## config.mk

```make
export PLATFORM = sky130hd
export DESIGN_NAME = vtp_ctrl
export DESIGN_NICKNAME = d
export VERILOG_FILES = /design/src/design/vtp_pkg.sv /design/src/design/vtp_ctrl.sv
export SDC_FILE = /design/constraint.sdc
export NUM_CORES = 1
export LEC_CHECK = 0
export ABC_AREA = 1
export BUFFER_PORTS_ARGS = -buffer_cell sky130_fd_sc_hd__buf_2
export CORE_MARGIN = 2
export CORE_UTILIZATION = 40
export CTS_BUF_LIST = sky130_fd_sc_hd__clkbuf_4 sky130_fd_sc_hd__clkbuf_8 sky130_fd_sc_hd__clkbuf_16
export DETAILED_ROUTE_END_ITERATION = 10
export GPL_TIMING_DRIVEN = 0
export PLACE_DENSITY = 0.62
export SYNTH_ARGS = -nofsm -noshare
export SYNTH_HDL_FRONTEND = slang
export SYNTH_SLANG_ARGS = --single-unit
export TNS_END_PERCENT = 50
```

## constraint.sdc

```tcl
create_clock -name clk -period 2.63 [get_ports clk]
set_clock_uncertainty 0.2 [all_clocks]
set_input_delay 0.1315 -clock clk [delete_from_list [all_inputs] [get_ports clk]]
set_output_delay 0.1315 -clock clk [all_outputs]
set_load 0.02 [all_outputs]
```

## src/design/vtp_pkg.sv

```systemverilog
// Shared types, codes, constants and helper functions for the vertex transform projector.
package vtp_pkg;

    localparam int unsigned COORD_W = 24;
    localparam int unsigned CNT_W   = 7;
    localparam int unsigned IDX_W   = 6;
    localparam int unsigned SIN_W   = 31;
    localparam int unsigned PROD_W  = 56;
    localparam int unsigned ACC_W   = 58;
    localparam int unsigned ROT_SHIFT = 30;
    localparam longint unsigned PI_Q30 = 64'd3373259426;
    localparam longint ONE_Q30 = 64'sd1073741824;

    typedef enum logic [2:0] {
        OP_CLEAR     = 3'd0,
        OP_LOAD      = 3'd1,
        OP_TRANSLATE = 3'd2,
        OP_ROTATE    = 3'd3,
        OP_SCALE     = 3'd4
    } vtp_op_t;

    typedef enum logic [1:0] {
        CRD_X = 2'd0,
        CRD_Y = 2'd1,
        CRD_Z = 2'd2
    } vtp_coord_t;

    typedef enum logic [1:0] {
        CF_COS   = 2'd0,
        CF_SIN   = 2'd1,
        CF_NSIN  = 2'd2,
        CF_SCALE = 2'd3
    } vtp_coef_t;

    typedef enum logic [1:0] {
        ACC_HOLD = 2'd0,
        ACC_LOAD = 2'd1,
        ACC_ADD  = 2'd2
    } vtp_acc_t;

    typedef enum logic [3:0] {
        ST_IDLE,
        ST_TRIG,
        ST_PIV,
        ST_RD,
        ST_LD,
        ST_MUL,
        ST_COMMIT,
        ST_SQRT,
        ST_EMIT
    } vtp_state_t;

    typedef struct packed {
        logic [2:0]          cmd;
        logic signed [23:0]  val_x;
        logic signed [23:0]  val_y;
        logic signed [23:0]  val_z;
        logic [1:0]          axis;
        logic [8:0]          angle_deg;
        logic signed [23:0]  scale_factor;
    } vtp_req_t;

    typedef struct packed {
        logic [5:0]          vertex_index;
        logic signed [23:0]  oblique_u;
        logic signed [23:0]  oblique_v;
        logic signed [23:0]  xy_u;
        logic signed [23:0]  xy_v;
        logic signed [23:0]  xz_u;
        logic signed [23:0]  xz_v;
        logic signed [23:0]  yz_u;
        logic signed [23:0]  yz_v;
        logic                depth_clamped;
        logic                last;
    } vtp_rsp_t;

    // Controller to datapath
    typedef struct packed {
        logic       cap;
        logic       trig;
        logic       rd_en;
        logic       piv;
        logic       ld;
        logic       mul_en;
        vtp_coord_t src;
        vtp_coef_t  coef;
        vtp_acc_t   acc_op;
        logic       wr_en;
        vtp_coord_t dst;
        logic       wr_scale;
        logic       commit;
        logic       load_we;
        logic       emit;
        logic       last;
        vtp_op_t    op;
    } vtp_cmd_t;

    // Datapath to controller
    typedef struct packed {
        logic sq_done;
        logic out_free;
    } vtp_sts_t;

    function automatic logic signed [23:0] sat24(input logic signed [63:0] v);
        logic signed [23:0] r;
        if (v > 64'sd8388607)
            r = 24'sh7FFFFF;
        else if (v < -64'sd8388608)
            r = 24'sh800000;
        else
            r = v[23:0];
        return r;
    endfunction

    // Fold an angle below 360 onto the first quadrant: {negate, table index}
    function automatic logic [7:0] sin_index(input logic [8:0] a);
        logic [1:0] q;
        logic [8:0] r;
        logic [6:0] idx;
        if (a >= 9'd270)
        begin
            q = 2'd3;
            r = a - 9'd270;
        end
        else if (a >= 9'd180)
        begin
            q = 2'd2;
            r = a - 9'd180;
        end
        else if (a >= 9'd90)
        begin
            q = 2'd1;
            r = a - 9'd90;
        end
        else
        begin
            q = 2'd0;
            r = a;
        end
        idx = q[0] ? 7'(9'd90 - r) : r[6:0];
        return {q[1], idx};
    endfunction

    // Quarter-wave sine in Q30, Taylor series through the x^15 term
    function automatic logic [30:0] sin_quarter(input int unsigned d);
        longint unsigned x;
        longint unsigned x2;
        longint unsigned term;
        longint s;
        x = (longint'(d) * PI_Q30 + 64'd90) / 64'd180;
        x2 = (x * x + (64'd1 << 29)) >> 30;
        term = x;
        s = longint'(x);
        for (int n = 1; n <= 7; n++)
        begin
            term = (term * x2) >> 30;
            case (n)
                1: term = term / 64'd6;
                2: term = term / 64'd20;
                3: term = term / 64'd42;
                4: term = term / 64'd72;
                5: term = term / 64'd110;
                6: term = term / 64'd156;
                default: term = term / 64'd210;
            endcase
            if (n % 2 == 1)
                s = s - longint'(term);
            else
                s = s + longint'(term);
        end
        if (s < 0)
            s = 0;
        if (s > ONE_Q30)
            s = ONE_Q30;
        return s[30:0];
    endfunction

endpackage

```

## src/design/vtp_ctrl.sv

```systemverilog
// Controller: command decode, vertex count and per-vertex step sequencing.
module vtp_ctrl #(
    parameter int MAX_VERTICES = 64,
    parameter int IW           = 6
) (
    input  logic               clk,
    input  logic               rst_n,
    input  logic               req_valid,
    input  logic [2:0]         req_cmd,
    input  logic [1:0]         req_axis,
    output logic               req_stall,
    output vtp_pkg::vtp_cmd_t  cmd,
    output logic [IW-1:0]      addr,
    input  vtp_pkg::vtp_sts_t  sts
);

    vtp_pkg::vtp_state_t state_reg, state_next;
    logic [6:0]          count_reg, count_next;
    logic [IW-1:0]       idx_reg, idx_next;
    logic [2:0]          step_reg, step_next;
    vtp_pkg::vtp_op_t    op_reg, op_next;
    logic [1:0]          axis_reg, axis_next;
    logic                is_last;

    assign is_last = (7'(idx_reg) + 7'd1) == count_reg;

    always_ff @(posedge clk or negedge rst_n)
    begin
        if (!rst_n)
        begin
            state_reg <= vtp_pkg::ST_IDLE;
            count_reg <= '0;
            idx_reg   <= '0;
            step_reg  <= '0;
            op_reg    <= vtp_pkg::OP_CLEAR;
            axis_reg  <= '0;
        end
        else
        begin
            state_reg <= state_next;
            count_reg <= count_next;
            idx_reg   <= idx_next;
            step_reg  <= step_next;
            op_reg    <= op_next;
            axis_reg  <= axis_next;
        end
    end

    always_comb
    begin
        state_next = state_reg;
        count_next = count_reg;
        idx_next   = idx_reg;
        step_next  = step_reg;
        op_next    = op_reg;
        axis_next  = axis_reg;
        cmd        = '0;
        cmd.op     = op_reg;
        addr       = idx_reg;
        req_stall  = 1'b1;

        case (state_reg)
            vtp_pkg::ST_IDLE:
            begin
                req_stall = 1'b0;
                if (req_valid)
                begin
                    cmd.cap   = 1'b1;
                    axis_next = req_axis;
                    idx_next  = '0;
                    case (req_cmd)
                        vtp_pkg::OP_CLEAR:
                            count_next = '0;
                        vtp_pkg::OP_LOAD:
                        begin
                            if (count_reg < 7'(MAX_VERTICES))
                            begin
                                cmd.load_we = 1'b1;
                                addr        = IW'(count_reg);
                                count_next  = count_reg + 7'd1;
                            end
                        end
                        vtp_pkg::OP_TRANSLATE, vtp_pkg::OP_SCALE:
                        begin
                            if (count_reg != '0)
                            begin
                                op_next    = vtp_pkg::vtp_op_t'(req_cmd);
                                state_next = vtp_pkg::ST_RD;
                            end
                        end
                        vtp_pkg::OP_ROTATE:
                        begin
                            if (count_reg != '0)
                            begin
                                op_next    = vtp_pkg::OP_ROTATE;
                                state_next = vtp_pkg::ST_TRIG;
                            end
                        end
                        default: ;
                    endcase
                end
            end
            vtp_pkg::ST_TRIG:
            begin
                // Fetch the pivot while the sine and cosine settle
                cmd.trig   = 1'b1;
                cmd.rd_en  = 1'b1;
                addr       = '0;
                state_next = vtp_pkg::ST_PIV;
            end
            vtp_pkg::ST_PIV:
            begin
                cmd.piv    = 1'b1;
                state_next = vtp_pkg::ST_RD;
            end
            vtp_pkg::ST_RD:
            begin
                cmd.rd_en  = 1'b1;
                state_next = vtp_pkg::ST_LD;
            end
            vtp_pkg::ST_LD:
            begin
                cmd.ld     = 1'b1;
                step_next  = '0;
                state_next = (op_reg == vtp_pkg::OP_TRANSLATE) ? vtp_pkg::ST_COMMIT
                                                               : vtp_pkg::ST_MUL;
            end
            vtp_pkg::ST_MUL:
            begin
                step_next = step_reg + 3'd1;
                if (op_reg == vtp_pkg::OP_SCALE)
                begin
                    cmd.wr_scale = 1'b1;
                    cmd.coef     = vtp_pkg::CF_SCALE;
                    cmd.mul_en   = step_reg < 3'd3;
                    cmd.src      = vtp_pkg::vtp_coord_t'(step_reg[1:0]);
                    if (step_reg >= 3'd1 && step_reg <= 3'd3)
                        cmd.acc_op = vtp_pkg::ACC_LOAD;
                    if (step_reg >= 3'd2)
                    begin
                        cmd.wr_en = 1'b1;
                        cmd.dst   = vtp_pkg::vtp_coord_t'(2'(step_reg - 3'd2));
                    end
                    if (step_reg == 3'd4)
                        state_next = vtp_pkg::ST_COMMIT;
                end
                else
                begin
                    // Two dot products: products 0,1 give the first axis, 2,3 the second
                    cmd.mul_en = step_reg <= 3'd3;
                    case (axis_reg)
                        vtp_pkg::CRD_X:
                        begin
                            case (step_reg[1:0])
                                2'd0:
                                begin
                                    cmd.src  = vtp_pkg::CRD_Y;
                                    cmd.coef = vtp_pkg::CF_COS;
                                end
                                2'd1:
                                begin
                                    cmd.src  = vtp_pkg::CRD_Z;
                                    cmd.coef = vtp_pkg::CF_NSIN;
                                end
                                2'd2:
                                begin
                                    cmd.src  = vtp_pkg::CRD_Y;
                                    cmd.coef = vtp_pkg::CF_SIN;
                                end
                                default:
                                begin
                                    cmd.src  = vtp_pkg::CRD_Z;
                                    cmd.coef = vtp_pkg::CF_COS;
                                end
                            endcase
                            cmd.dst = (step_reg == 3'd3) ? vtp_pkg::CRD_Y : vtp_pkg::CRD_Z;
                        end
                        vtp_pkg::CRD_Y:
                        begin
                            case (step_reg[1:0])
                                2'd0:
                                begin
                                    cmd.src  = vtp_pkg::CRD_Z;
                                    cmd.coef = vtp_pkg::CF_COS;
                                end
                                2'd1:
                                begin
                                    cmd.src  = vtp_pkg::CRD_X;
                                    cmd.coef = vtp_pkg::CF_NSIN;
                                end
                                2'd2:
                                begin
                                    cmd.src  = vtp_pkg::CRD_Z;
                                    cmd.coef = vtp_pkg::CF_SIN;
                                end
                                default:
                                begin
                                    cmd.src  = vtp_pkg::CRD_X;
                                    cmd.coef = vtp_pkg::CF_COS;
                                end
                            endcase
                            cmd.dst = (step_reg == 3'd3) ? vtp_pkg::CRD_Z : vtp_pkg::CRD_X;
                        end
                        default:
                        begin
                            case (step_reg[1:0])
                                2'd0:
                                begin
                                    cmd.src  = vtp_pkg::CRD_X;
                                    cmd.coef = vtp_pkg::CF_COS;
                                end
                                2'd1:
                                begin
                                    cmd.src  = vtp_pkg::CRD_Y;
                                    cmd.coef = vtp_pkg::CF_SIN;
                                end
                                2'd2:
                                begin
                                    cmd.src  = vtp_pkg::CRD_Y;
                                    cmd.coef = vtp_pkg::CF_COS;
                                end
                                default:
                                begin
                                    cmd.src  = vtp_pkg::CRD_X;
                                    cmd.coef = vtp_pkg::CF_NSIN;
                                end
                            endcase
                            cmd.dst = (step_reg == 3'd3) ? vtp_pkg::CRD_X : vtp_pkg::CRD_Y;
                        end
                    endcase
                    case (step_reg)
                        3'd1, 3'd3: cmd.acc_op = vtp_pkg::ACC_LOAD;
                        3'd2, 3'd4: cmd.acc_op = vtp_pkg::ACC_ADD;
                        default:    cmd.acc_op = vtp_pkg::ACC_HOLD;
                    endcase
                    cmd.wr_en = (step_reg == 3'd3) || (step_reg == 3'd5);
                    if (step_reg == 3'd5)
                        state_next = vtp_pkg::ST_COMMIT;
                end
            end
            vtp_pkg::ST_COMMIT:
            begin
                cmd.commit = 1'b1;
                state_next = vtp_pkg::ST_SQRT;
            end
            vtp_pkg::ST_SQRT:
            begin
                if (sts.sq_done)
                    state_next = vtp_pkg::ST_EMIT;
            end
            vtp_pkg::ST_EMIT:
            begin
                cmd.last = is_last;
                if (sts.out_free)
                begin
                    cmd.emit = 1'b1;
                    if (is_last)
                        state_next = vtp_pkg::ST_IDLE;
                    else
                    begin
                        idx_next   = idx_reg + 1'b1;
                        state_next = vtp_pkg::ST_RD;
                    end
                end
            end
            default:
                state_next = vtp_pkg::ST_IDLE;
        endcase
    end

endmodule

```

==> results_dict.tcl, run 1 <==
set metrics [dict create \
    status "finished, final reports clean" \
    std_cell_rows 25 \
    yosys-top-cells-count "80 x nand2_1, 48 x inv_1, 28 x nor2_1" \
    setup.worst_path.end "addr[2]" \
    cp_cell_sequence "nor2_4 > nand2_4 > nor2_8 > nand2_2 > a21oi_4 > nand2_2 > inv_1 > nand2_1 > o21ai_0 > buf_2" \
    grt_pass1_wl_um 7910 \
    swShare_pct 51.8 \
    setup_viol 0 \
    synth-main-ff-cell "dfrtp_1" \
    synth_fp_nets 321 \
    grtUsageTotal_pct 18.4 \
    crit_cells 10 \
    crit_path_end_kind "output port" \
    wl_um 4920 \
    ant_nets 0 \
    cts-resized-gates 0 \
    max-vdd-ir-drop_uv 361 \
    share_seq_of_total_power_pct 30.4 \
    die_w_um 74.5 \
    syn_inst 302 \
    r2r-start "idx_reg[0]$_DFFE_PN0P_" \
    antenna_found_initial 0 \
    ctsHoldBuffers 6 \
    power.internal_uw 1060 \
    start_kind "flop" \
    clk_pin_slew_ns 0.09 \
    reg2reg_depth 12 \
    clk_latency_ns 0.27 \
    gp_congestion 0.862 \
    netlist.area_leader.share_pct 31.5 \
    cp.arrival_ns 2.08 \
    yosysUniqueCellTypes 32 \
    largest_register_ffs 7 \
    yosysMostFrequentCell "nand2_1" \
    cts_tree "yes" \
    clkPwrFrac_pct 11.0 \
    yosysWarnings 0 \
    p_leak_uw 0.00129 \
    path_max_fanout 8 \
    fmax_ghz 0.414 \
    p_sw_uw 1140 \
    regArea_um2 626 \
    clockBufferDepth 2 \
    power_uw 2200 \
    grt_pass1_vias 1689 \
    pin_count 40 \
    stdcell_count 418 \
    synth_area_um2 1990 \
    rsz0062_at_grt "no" \
    vias 2062 \
    synth-edff-count 0 \
    gr-total-overflow 0 \
    remaining_drc_errors 0 \
    nFillCells 517 \
    fin_nets 371 \
    async_reset_ff_share_pct 100 \
    area_growth_syn_to_layout_pct 19.5 \
    cp_slowest_stage_delay_ns 0.49 \
    multi_input_area_um2 1170 \
    seq_area_frac_synth_pct 31.5 \
    cts_setup_buffers 0 \
    yosysTopAreaCell "dfrtp_1" \
    p_comb_share_pct 58.6 \
    dp_hpwl_um 3960 \
    htreeDepth 1 \
    dpl.cell_count 408 \
    critPathLaunch "state_reg[0]$_DFFE_PN0P_" \
    hp-class "input pin to flop" \
    crit_buf_inv 2 \
    cp_common_cell "nand2_2" \
    crit_path_top_delay_cell "dfrtp_1" \
    finalCriticalPeriod_ns 2.41 \
    viasPerCell 4.93 \
    drt_pass1_iterations 4 \
    r2r_setup_slack_ns 0.51 \
    num_antenna_cells 0 \
    path_class "flop to output port" \
    wl_per_cell_um 11.8 \
    finalHoldViolCount 0 \
    cts_sinks 25 \
    setup_tns_ns 0 \
    tightest_slew_ns 0.575 \
    power_density_nw_per_um2 926 \
    initial_utilization_pct 41.8 \
    fp.dieH_um 74.5 \
    drive_gt1_share_pct 16.5 \
    drv_slew 0 \
    port_buffers 39 \
    synth.area.top_cells "dfrtp_1 31%, nand2_1 15%, inv_1 9.1%, nand3_1 5.8%, ha_1 5.7%" \
    drv_cap 0 \
    core-area_um2 4750 \
    cts_inserted_buffers 3 \
    grt_max_degree 26 \
    worstPathRequired_ns 2.30 \
    ys_ff_latch 25 \
    period_share_pct 91.8 \
    reg2reg_to "idx_reg[2]$_DFFE_PN0P_" \
    cts_root_buf "clkbuf_8" \
    crit_family "simple AND/OR/NAND/NOR gates" \
    syn-mean-instance-area_um2 6.58 \
    fp.dieArea_um2 5550 \
    relSlewSlack_pct 61.6 \
    drt-initial-drc-count 205 \
]
[stage by stage]
step,utilization (%),hold slack (ns),area (um2),worst slack (ns)
final,49.9,0.0424,2370,0.215
after floorplan,-,-0.364,1990,0.439
after CTS,49.9,0.0380,2370,0.206
after detailed placement,47.7,-0.0427,2270,0.518
after global routing,49.9,0.0778,2370,0.0383
after global placement,47.7,-0.0371,2270,0.520
[power by group through the flow]
| stage | registers (uW) | logic, uW | clock network [uW] |
|---|---|---|---|
| after global routing | 691 | 1460 | 261 |
| final | 669 | 1290 | 242 |
| after CTS | 668 | 1290 | 244 |
| after floorplan | 664 | 951 | 0 |
| after detailed placement | 674 | 1280 | 0 |
| after global placement | 676 | 1280 | 0 |
[kinds of logic (layout without fill, tap and decap cells)]
family / after synthesis / in the layout / synth area share, %
compound gates: 54 / 54 / 15.9
flops: 25 / 25 / 31.5
buf+inv: 51 / 100 / 9.63
fa+ha+maj: 9 / 9 / 5.67
xor+xnor: 1 / 1 / 0.441
simple gates: 162 / 162 / 36.8
[cells in the final DEF (no fill, tap or decap), drive strengths merged, types with 6 or more instances in the layout]
| master | instances |
|---|---|
| nor3 | 13 |
| dlygate4sd3 | 6 |
| a21oi | 18 |
| o22ai | 7 |
| nand3 | 24 |
| o21ai | 21 |
| dfrtp | 25 |
| ha | 9 |
| nand2 | 83 |
| nor2 | 33 |
| inv | 50 |
| buf | 39 |
[how the worst min path moves through the flow]
stage / start / endpoint / slack (ns) / cells past startpoint
after CTS: sts[0] / state_reg[3]$_DFFE_PN0P_ / 0.04 / 4
after global routing: sts[0] / state_reg[3]$_DFFE_PN0P_ / 0.08 / 4
after detailed placement: rst_n / step_reg[2]$_DFFE_PN0P_ / -0.04 / 1
after global placement: rst_n / step_reg[2]$_DFFE_PN0P_ / -0.04 / 1
final: sts[0] / state_reg[3]$_DFFE_PN0P_ / 0.04 / 4
after floorplan: rst_n / axis_reg[0]$_DFFE_PN0P_ / -0.36 / 0
[worst register-to-register path, cell delays in order, from the launching register on]
cell and delay [ns]:
dfrtp_1 0.44, ha_1 0.36, inv_1 0.07, nand2_1 0.05, nand2_1 0.06, nand2_1 0.05
nor2_1 0.09, nand3_1 0.07, nor2_1 0.15, nand3_1 0.19, nand2_1 0.21, nand2_1 0.08
nand2_1 0.06
[metal layers]
| layer | up-vias | global-route usage (%) | share of wire [%] |
|---|---|---|---|
| met5 | - | 0 | 0 |
| met4 | 0 | 2.98 | 0.45 |
| met3 | 2 | 3.66 | 3.8 |
| met2 | 43 | 26.0 | 42 |
| met1 | 932 | 29.4 | 54 |
| li1 | 1085 | - | - |
[cell type report]
cell class              instances  area share [%]
inverters                      50            7.90
plain buffers                   1           0.158
clock buffers                   4            2.05
multi-input cells             226            49.3
flip-flops and latches         25            26.3
well taps                      67            3.53
repair buffers                 45            10.7
(Power assumes the default switching activity.)
==> inputs of run 2 (changes only) <==
--- a/config.mk
+++ b/config.mk
@@ -11,3 +11,2 @@
 export CORE_UTILIZATION = 40
-export CTS_BUF_LIST = sky130_fd_sc_hd__clkbuf_4 sky130_fd_sc_hd__clkbuf_8 sky130_fd_sc_hd__clkbuf_16
 export DETAILED_ROUTE_END_ITERATION = 10
@@ -15,2 +14,3 @@
 export PLACE_DENSITY = 0.62
+export SETUP_SLACK_MARGIN = 0.02
 export SYNTH_ARGS = -nofsm -noshare
==> constraint.sdc (replaced) <==
create_clock -name clk -period 2.63 [get_ports clk]
set_clock_uncertainty 0.2 [all_clocks]
set_input_delay 0.263 -clock clk [delete_from_list [all_inputs] [get_ports clk]]
set_output_delay 0.263 -clock clk [all_outputs]
set_load 0.02 [all_outputs]
==> run 2 against run 1 <==
Net effect:
- die area unchanged
- combinational power about the same
- global-route usage fell by 0.056 points
- sequential power is essentially flat
- cell area shrank 0.32%
- worst hold slack better by 0.045 ns
- critical path type unchanged
- highest routed layer unchanged
==> results_dict.tcl, run 2 (synthesis results as in run 1) <==
set metrics [dict create \
    status "finished, final reports clean" \
    finalCriticalPeriod_ns 2.46 \
    fp.dieArea_um2 5550 \
    layout_commonest_cell "nand2_1" \
    drt_pass1_iterations 4 \
    reg2reg_depth 12 \
    rsz0062_at_grt "yes" \
    largest_register_ffs 7 \
    vias 2063 \
    initial_utilization_pct 41.8 \
    std_cell_rows 25 \
    final_area_um2 2370 \
    viasPerCell 4.95 \
    clockBufferDepth 2 \
    power_density_nw_per_um2 932 \
    cts_inserted_buffers 3 \
    htreeDepth 1 \
    setup_viol 0 \
    min_from "sts[1]" \
    start_kind "flop" \
    p_sw_uw 1150 \
    power.internal_uw 1060 \
    grt_pass1_vias 1678 \
    drive_gt1_share_pct 18.3 \
    drv_cap 0 \
    grtUsageTotal_pct 18.4 \
    post-route-util_pct 49.8 \
    fin_nets 370 \
    remaining_drc_errors 0 \
    share_seq_of_total_power_pct 30.4 \
    relSlewSlack_pct 62.3 \
    p_leak_uw 0.00128 \
    max-vdd-ir-drop_uv 378 \
    cts_root_buf "clkbuf_8" \
    drv_slew 0 \
    holdPathStages 3 \
    worstPathRequired_ns 2.17 \
    finalHoldViolCount 0 \
    setup_tns_ns 0 \
    port_buffers 39 \
    holdWs_ns 0.0875 \
    gp_congestion 0.862 \
    clk_latency_ns 0.27 \
    core-area_um2 4750 \
    swShare_pct 52.1 \
    clk_pin_slew_ns 0.08 \
    fp.dieH_um 74.5 \
    min_to "state_reg[1]$_DFFE_PN0P_" \
    path_max_fanout 8 \
    grt_max_degree 26 \
    clkPwrFrac_pct 10.4 \
    nFillCells 524 \
    cts_sinks 25 \
    p_comb_share_pct 59.2 \
    r2r-start "idx_reg[0]$_DFFE_PN0P_" \
    wl_per_cell_um 11.8 \
    wl_um 4940 \
    drt-initial-drc-count 193 \
    gr-total-overflow 0 \
    tightest_slew_ns 0.566 \
    r2r_setup_slack_ns 0.58 \
    path_class "flop to output port" \
    fmax_ghz 0.406 \
    ant_nets 0 \
    final_cell_mix "80 x nand2_1, 47 x inv_1, 39 x buf_2, 26 x nor2_1, 24 x dfrtp_1" \
    period_share_pct 93.6 \
    area_growth_syn_to_layout_pct 19.1 \
    grt_pass1_wl_um 7890 \
    placed_cell_area_um2 2270 \
    hp-class "input pin to flop" \
    crit_path_end_kind "output port" \
    cp.arrival_ns 2.00 \
    die_w_um 74.5 \
    cts_tree "yes" \
    antenna_found_initial 0 \
    dpl.cell_count 408 \
    reg2reg_to "idx_reg[2]$_DFFE_PN0P_" \
    num_antenna_cells 0 \
    pin_count 40 \
    dp_hpwl_um 3960 \
    stdcell_count 417 \
]
[run 2: changes by cell type in the layout (fill, tap and decap cells not counted), sizes merged]
| cell | previous run | this run |
|---|---|---|
| dlygate4sd3 | 6 | 3 |
| buf | 39 | 41 |
[run 2: worst max-delay path: stages (launching register included)]
cell	delay, ns
dfrtp_1	0.42
nor2_2	0.20
nand2_4	0.12
nor2_8	0.15
nand2_2	0.09
a21oi_4	0.18
nand2_2	0.15
o22ai_1	0.22
buf_2	0.20
[run 2: worst max path at each step]
stage | start | to | slack (ns)
2_1_floorplan | op_reg[1]$_DFFE_PN0P_ | cmd[11] | 0.31
5_1_grt | op_reg[1]$_DFFE_PN0P_ | cmd[9] | 0.003
3_5_place_dp | state_reg[0]$_DFFE_PN0P_ | addr[2] | 0.39
4_1_cts | state_reg[0]$_DFFE_PN0P_ | addr[2] | 0.08
3_3_place_gp | state_reg[3]$_DFFE_PN0P_ | cmd[9] | 0.39
6_report | state_reg[3]$_DFFE_PN0P_ | addr[5] | 0.17
[run 2: power by group through the flow]
| stage | registers, uW | clock network [uW] | logic [uW] |
|---|---|---|---|
| after floorplan | 664 | 0 | 951 |
| after global placement | 676 | 0 | 1280 |
| after detailed placement | 674 | 0 | 1280 |
| after CTS | 668 | 233 | 1290 |
| after global routing | 692 | 250 | 1470 |
| final | 670 | 230 | 1310 |
[run 2: metal layers]
metal  global-route usage [%]  up-vias  wire [um]  share of wire [%]
li1                         -     1086          -                  -
met1                     29.5      928       2650                 54
met5                        0        -          0                  0
met4                     2.98        0         22               0.45
met3                     3.66        2        212                4.3
met2                     25.7       47       2060                 42
[run 2: timing repair]
| item | 4_1_cts | 5_1_grt |
|---|---|---|
| setup buffers | 0 | 2 |
| hold buffers | 3 | 0 |
| endpoints found under the hold margin | 27 | 0 |
| setup endpoints to repair | 0 | 7 |
| gates resized for setup | 0 | 5 |
[run 2: cell type report]
class	count	area, um2	area share, %
multi-input combinational	226	1180	49.8
sequential	25	627	26.5
timing repair buffer	44	240	10.1
inverter	50	188	7.93
tap	67	83.8	3.54
clock buffer	4	45.0	1.90
buffer	1	3.75	0.159
[run 2: metrics by stage]
step           setup slack (ns)  total power (uW)
3_3_place_gp              0.394              1960
2_1_floorplan             0.307              1620
6_report                  0.168              2210
4_1_cts                  0.0750              2190
3_5_place_dp              0.387              1960
5_1_grt                 0.00321              2420
==> inputs of run 3 (changes only) <==
Settings changed: ABC_AREA 1 to default, PLACE_DENSITY 0.62 to 0.61.
==> run 3 against run 2 <==
Net effect:
- via count up 3.5%
- sequential cell count stayed put
- first-iteration DRC count shrank 8.3%
- global-route usage is 1.0 points higher
- cell area increased by 13%
- sequential share of layout area fell by 3.0 points
- clock-buffer cell count is the same
- critical endpoint is now cmd[3]
- largest cell class unchanged
- largest power group unchanged
==> results_dict.tcl, run 3 <==
set metrics [dict create \
    status "finished, final reports clean" \
    power.internal_uw 1220 \
    core-area_um2 5540 \
    p_leak_uw 0.00119 \
    swShare_pct 49.2 \
    fmax_ghz 0.390 \
    start_kind "flop" \
    vias 2136 \
    drv_slew 0 \
    clk_pin_slew_ns 0.10 \
    clkPwrFrac_pct 9.8 \
    antenna_found_initial 0 \
    synth_compound_area_share_pct 21.8 \
    die_w_um 79.8 \
    grt_pass1_wl_um 9880 \
    htreeDepth 1 \
    yosys-top-cells-count "31 x nand2_1, 25 x dfrtp_1, 24 x nor2_1" \
    synth-edff-count 0 \
    cp_cell_sequence "ha_1 > buf_6 > nand3_1 > a211o_1 > a31oi_4 > o31ai_4 > buf_6 > nor2_1 > buf_2" \
    synth_fp_nets 292 \
    grt_pass1_vias 1978 \
    ys_ff_latch 25 \
    port_buffers 38 \
    holdWs_ns 0.0178 \
    drt_pass1_iterations 5 \
    wl_um 5740 \
    synth.area.top_cells "dfrtp_1 27%, nand2_1 5.1%, ha_1 4.9%, nor2_1 3.9%, a21oi_1 3.1%" \
    num_antenna_cells 0 \
    final_cell_mix "45 x buf_2, 31 x nand2_1, 25 x dfrtp_1, 23 x nor2_1" \
    drive_gt1_share_pct 29.1 \
    synth_top_family_by_area "simple AND/OR/NAND/NOR gates" \
    dp_hpwl_um 4230 \
    rsz0062_at_grt "yes" \
    syn_inst 273 \
    synth.mux.area_fraction_pct 4.79 \
    async_reset_ff_share_pct 100 \
    path_class "flop to output port" \
    yosysTopAreaCell "dfrtp_1" \
    hp-class "input pin to flop" \
    gr-total-overflow 0 \
    critPathLaunch "idx_reg[1]$_DFFE_PN0P_" \
    clk_latency_ns 0.27 \
    fp.dieArea_um2 6360 \
    clockBufferDepth 2 \
    final_area_um2 2670 \
    multi_input_area_um2 1520 \
    post-route-util_pct 48.1 \
    drt-initial-drc-count 177 \
    yosysUniqueCellTypes 69 \
    cp_common_cell "buf_6" \
    p_comb_share_pct 65.3 \
    synth_area_um2 2300 \
    largest_register_ffs 7 \
    placed_cell_area_um2 2580 \
    power_uw 2400 \
    viasPerCell 5.51 \
    setup_tns_ns 0 \
    drv_cap 0 \
    cts_inserted_buffers 3 \
    cts_root_buf "clkbuf_8" \
    setup_viol 0 \
    area_growth_syn_to_layout_pct 16.0 \
    path_max_fanout 10 \
    cp_slowest_stage_delay_ns 0.39 \
    r2r_setup_slack_ns 0.20 \
    r2r-start "idx_reg[1]$_DFFE_PN0P_" \
    gp_congestion 0.834 \
    crit_path_top_delay_cell "dfrtp_1" \
    period_share_pct 97.5 \
    yosysWarnings 0 \
    ant_nets 0 \
    finalHoldViolCount 0 \
    crit_buf_inv 3 \
    worstPathRequired_ns 2.17 \
    crit_family "compound AO/OA/AOI/OAI gates" \
    min_from "req_axis[1]" \
    grtUsageTotal_pct 19.4 \
    yosysMostFrequentCell "nand2_1" \
    share_seq_of_total_power_pct 24.9 \
    cts_tree "yes" \
    tightest_slew_ns 0.580 \
    regArea_um2 626 \
    finalCriticalPeriod_ns 2.56 \
    synthAdderAreaFrac_pct 4.90 \
    synthXorXnorAreaFrac_pct 3.59 \
    nFillCells 585 \
    seq_area_frac_synth_pct 27.2 \
    netlist.area_leader.share_pct 27.2 \
    power_density_nw_per_um2 902 \
    initial_utilization_pct 41.5 \
    max-vdd-ir-drop_uv 322 \
    cts_sinks 25 \
    cp.arrival_ns 2.10 \
    std_cell_rows 27 \
    pin_count 40 \
    fp.dieH_um 79.8 \
    synth-main-ff-cell "dfrtp_1" \
    crit_path_end_kind "output port" \
    remaining_drc_errors 0 \
    wl_per_cell_um 14.8 \
    synth-simple-area-share_pct 29.8 \
    fin_nets 336 \
    relSlewSlack_pct 61.3 \
    grt_max_degree 26 \
    p_sw_uw 1180 \
    syn-mean-instance-area_um2 8.41 \
    layout_commonest_cell "buf_2" \
]
run 3: changes by cell type after synthesis, sizes merged, moves of 6 or more:
cell / delta
nand3: -16
a22o: +7
o22ai: -6
buf: +16
nor2: -8
inv: -41
nand2: -48
o21ai: -8
run 3: final timing paths:
check / to / cells after the start
min in group asynchronous: idx_reg[4]$_DFFE_PN0P_ / 2
max in group asynchronous: op_reg[1]$_DFFE_PN0P_ / 2
setup reg to reg: idx_reg[4]$_DFFE_PN0P_ / 10
hold reg to reg: op_reg[1]$_DFFE_PN0P_ / 2
hold / removal: axis_reg[1]$_DFFE_PN0P_ / 2
setup / recovery: cmd[3] / 9
run 3: final cells by class:
class                           count  area share [%]
Multi-Input combinational cell    217            56.9
Sequential cell                    25            23.5
Timing Repair Buffer               40            7.79
Buffer                             21            5.49
Tap cell                           72            3.38
Clock buffer                        4            1.69
Inverter                            9            1.27
run 3: cells by family after synthesis:
| logic type | Yosys count |
|---|---|
| AOI/OAI and AO/OA | 68 |
| xor gates and xnor gates | 7 |
| adders and majority gates | 9 |
| buffers and inverters | 31 |
| DFF | 25 |
| muxes | 10 |
| and+or+nand+nor | 123 |
run 3: repair_timing:
| item | in CTS | in global routing |
|---|---|---|
| pin swaps | 1 | 2 |
| hold endpoints to repair | 25 | 0 |
| setup endpoints to repair | 2 | 10 |
| setup buffers | 1 | 0 |
| gates resized for setup | 3 | 5 |
| hold buffers | 1 | 0 |
run 3: per-layer routing:
metal	global-route usage (%)	part of all wire (%)	up-vias	wire length (um)
met1	29.5	49	1007	2830
li1	-	-	1071	-
met3	1.92	5.0	4	287
met4	4.75	1.1	0	61
met2	29.5	45	54	2560
met5	0	0	-	0
run 3: power by group through the flow:
stage	Clock (uW)	Sequential, uW	Combinational [uW]
floorplan	0	583	1190
global placement	0	600	1510
detailed placement	0	602	1530
CTS	246	595	1570
global route	261	617	1720
finish	236	598	1570
run 3: worst register-to-register path: cells and delay by family (launching register included):
| family | cells | cell delay (ns) |
|---|---|---|
| AO/OA/AOI/OAI | 4 | 0.70 |
| buffers and inverters | 3 | 0.45 |
| flip-flops | 1 | 0.41 |
| AND/OR/NAND/NOR | 1 | 0.21 |
| adder cells (fa/ha/maj) | 1 | 0.20 |
| XOR/XNOR | 1 | 0.16 |
run 3: through the flow:
step / setup slack [ns] / instances
finish: 0.0656 / 388
global route: -0.0228 / 388
CTS: 0.00329 / 389
detailed placement: 0.228 / 383
global placement: 0.228 / 383
floorplan: 0.309 / 273
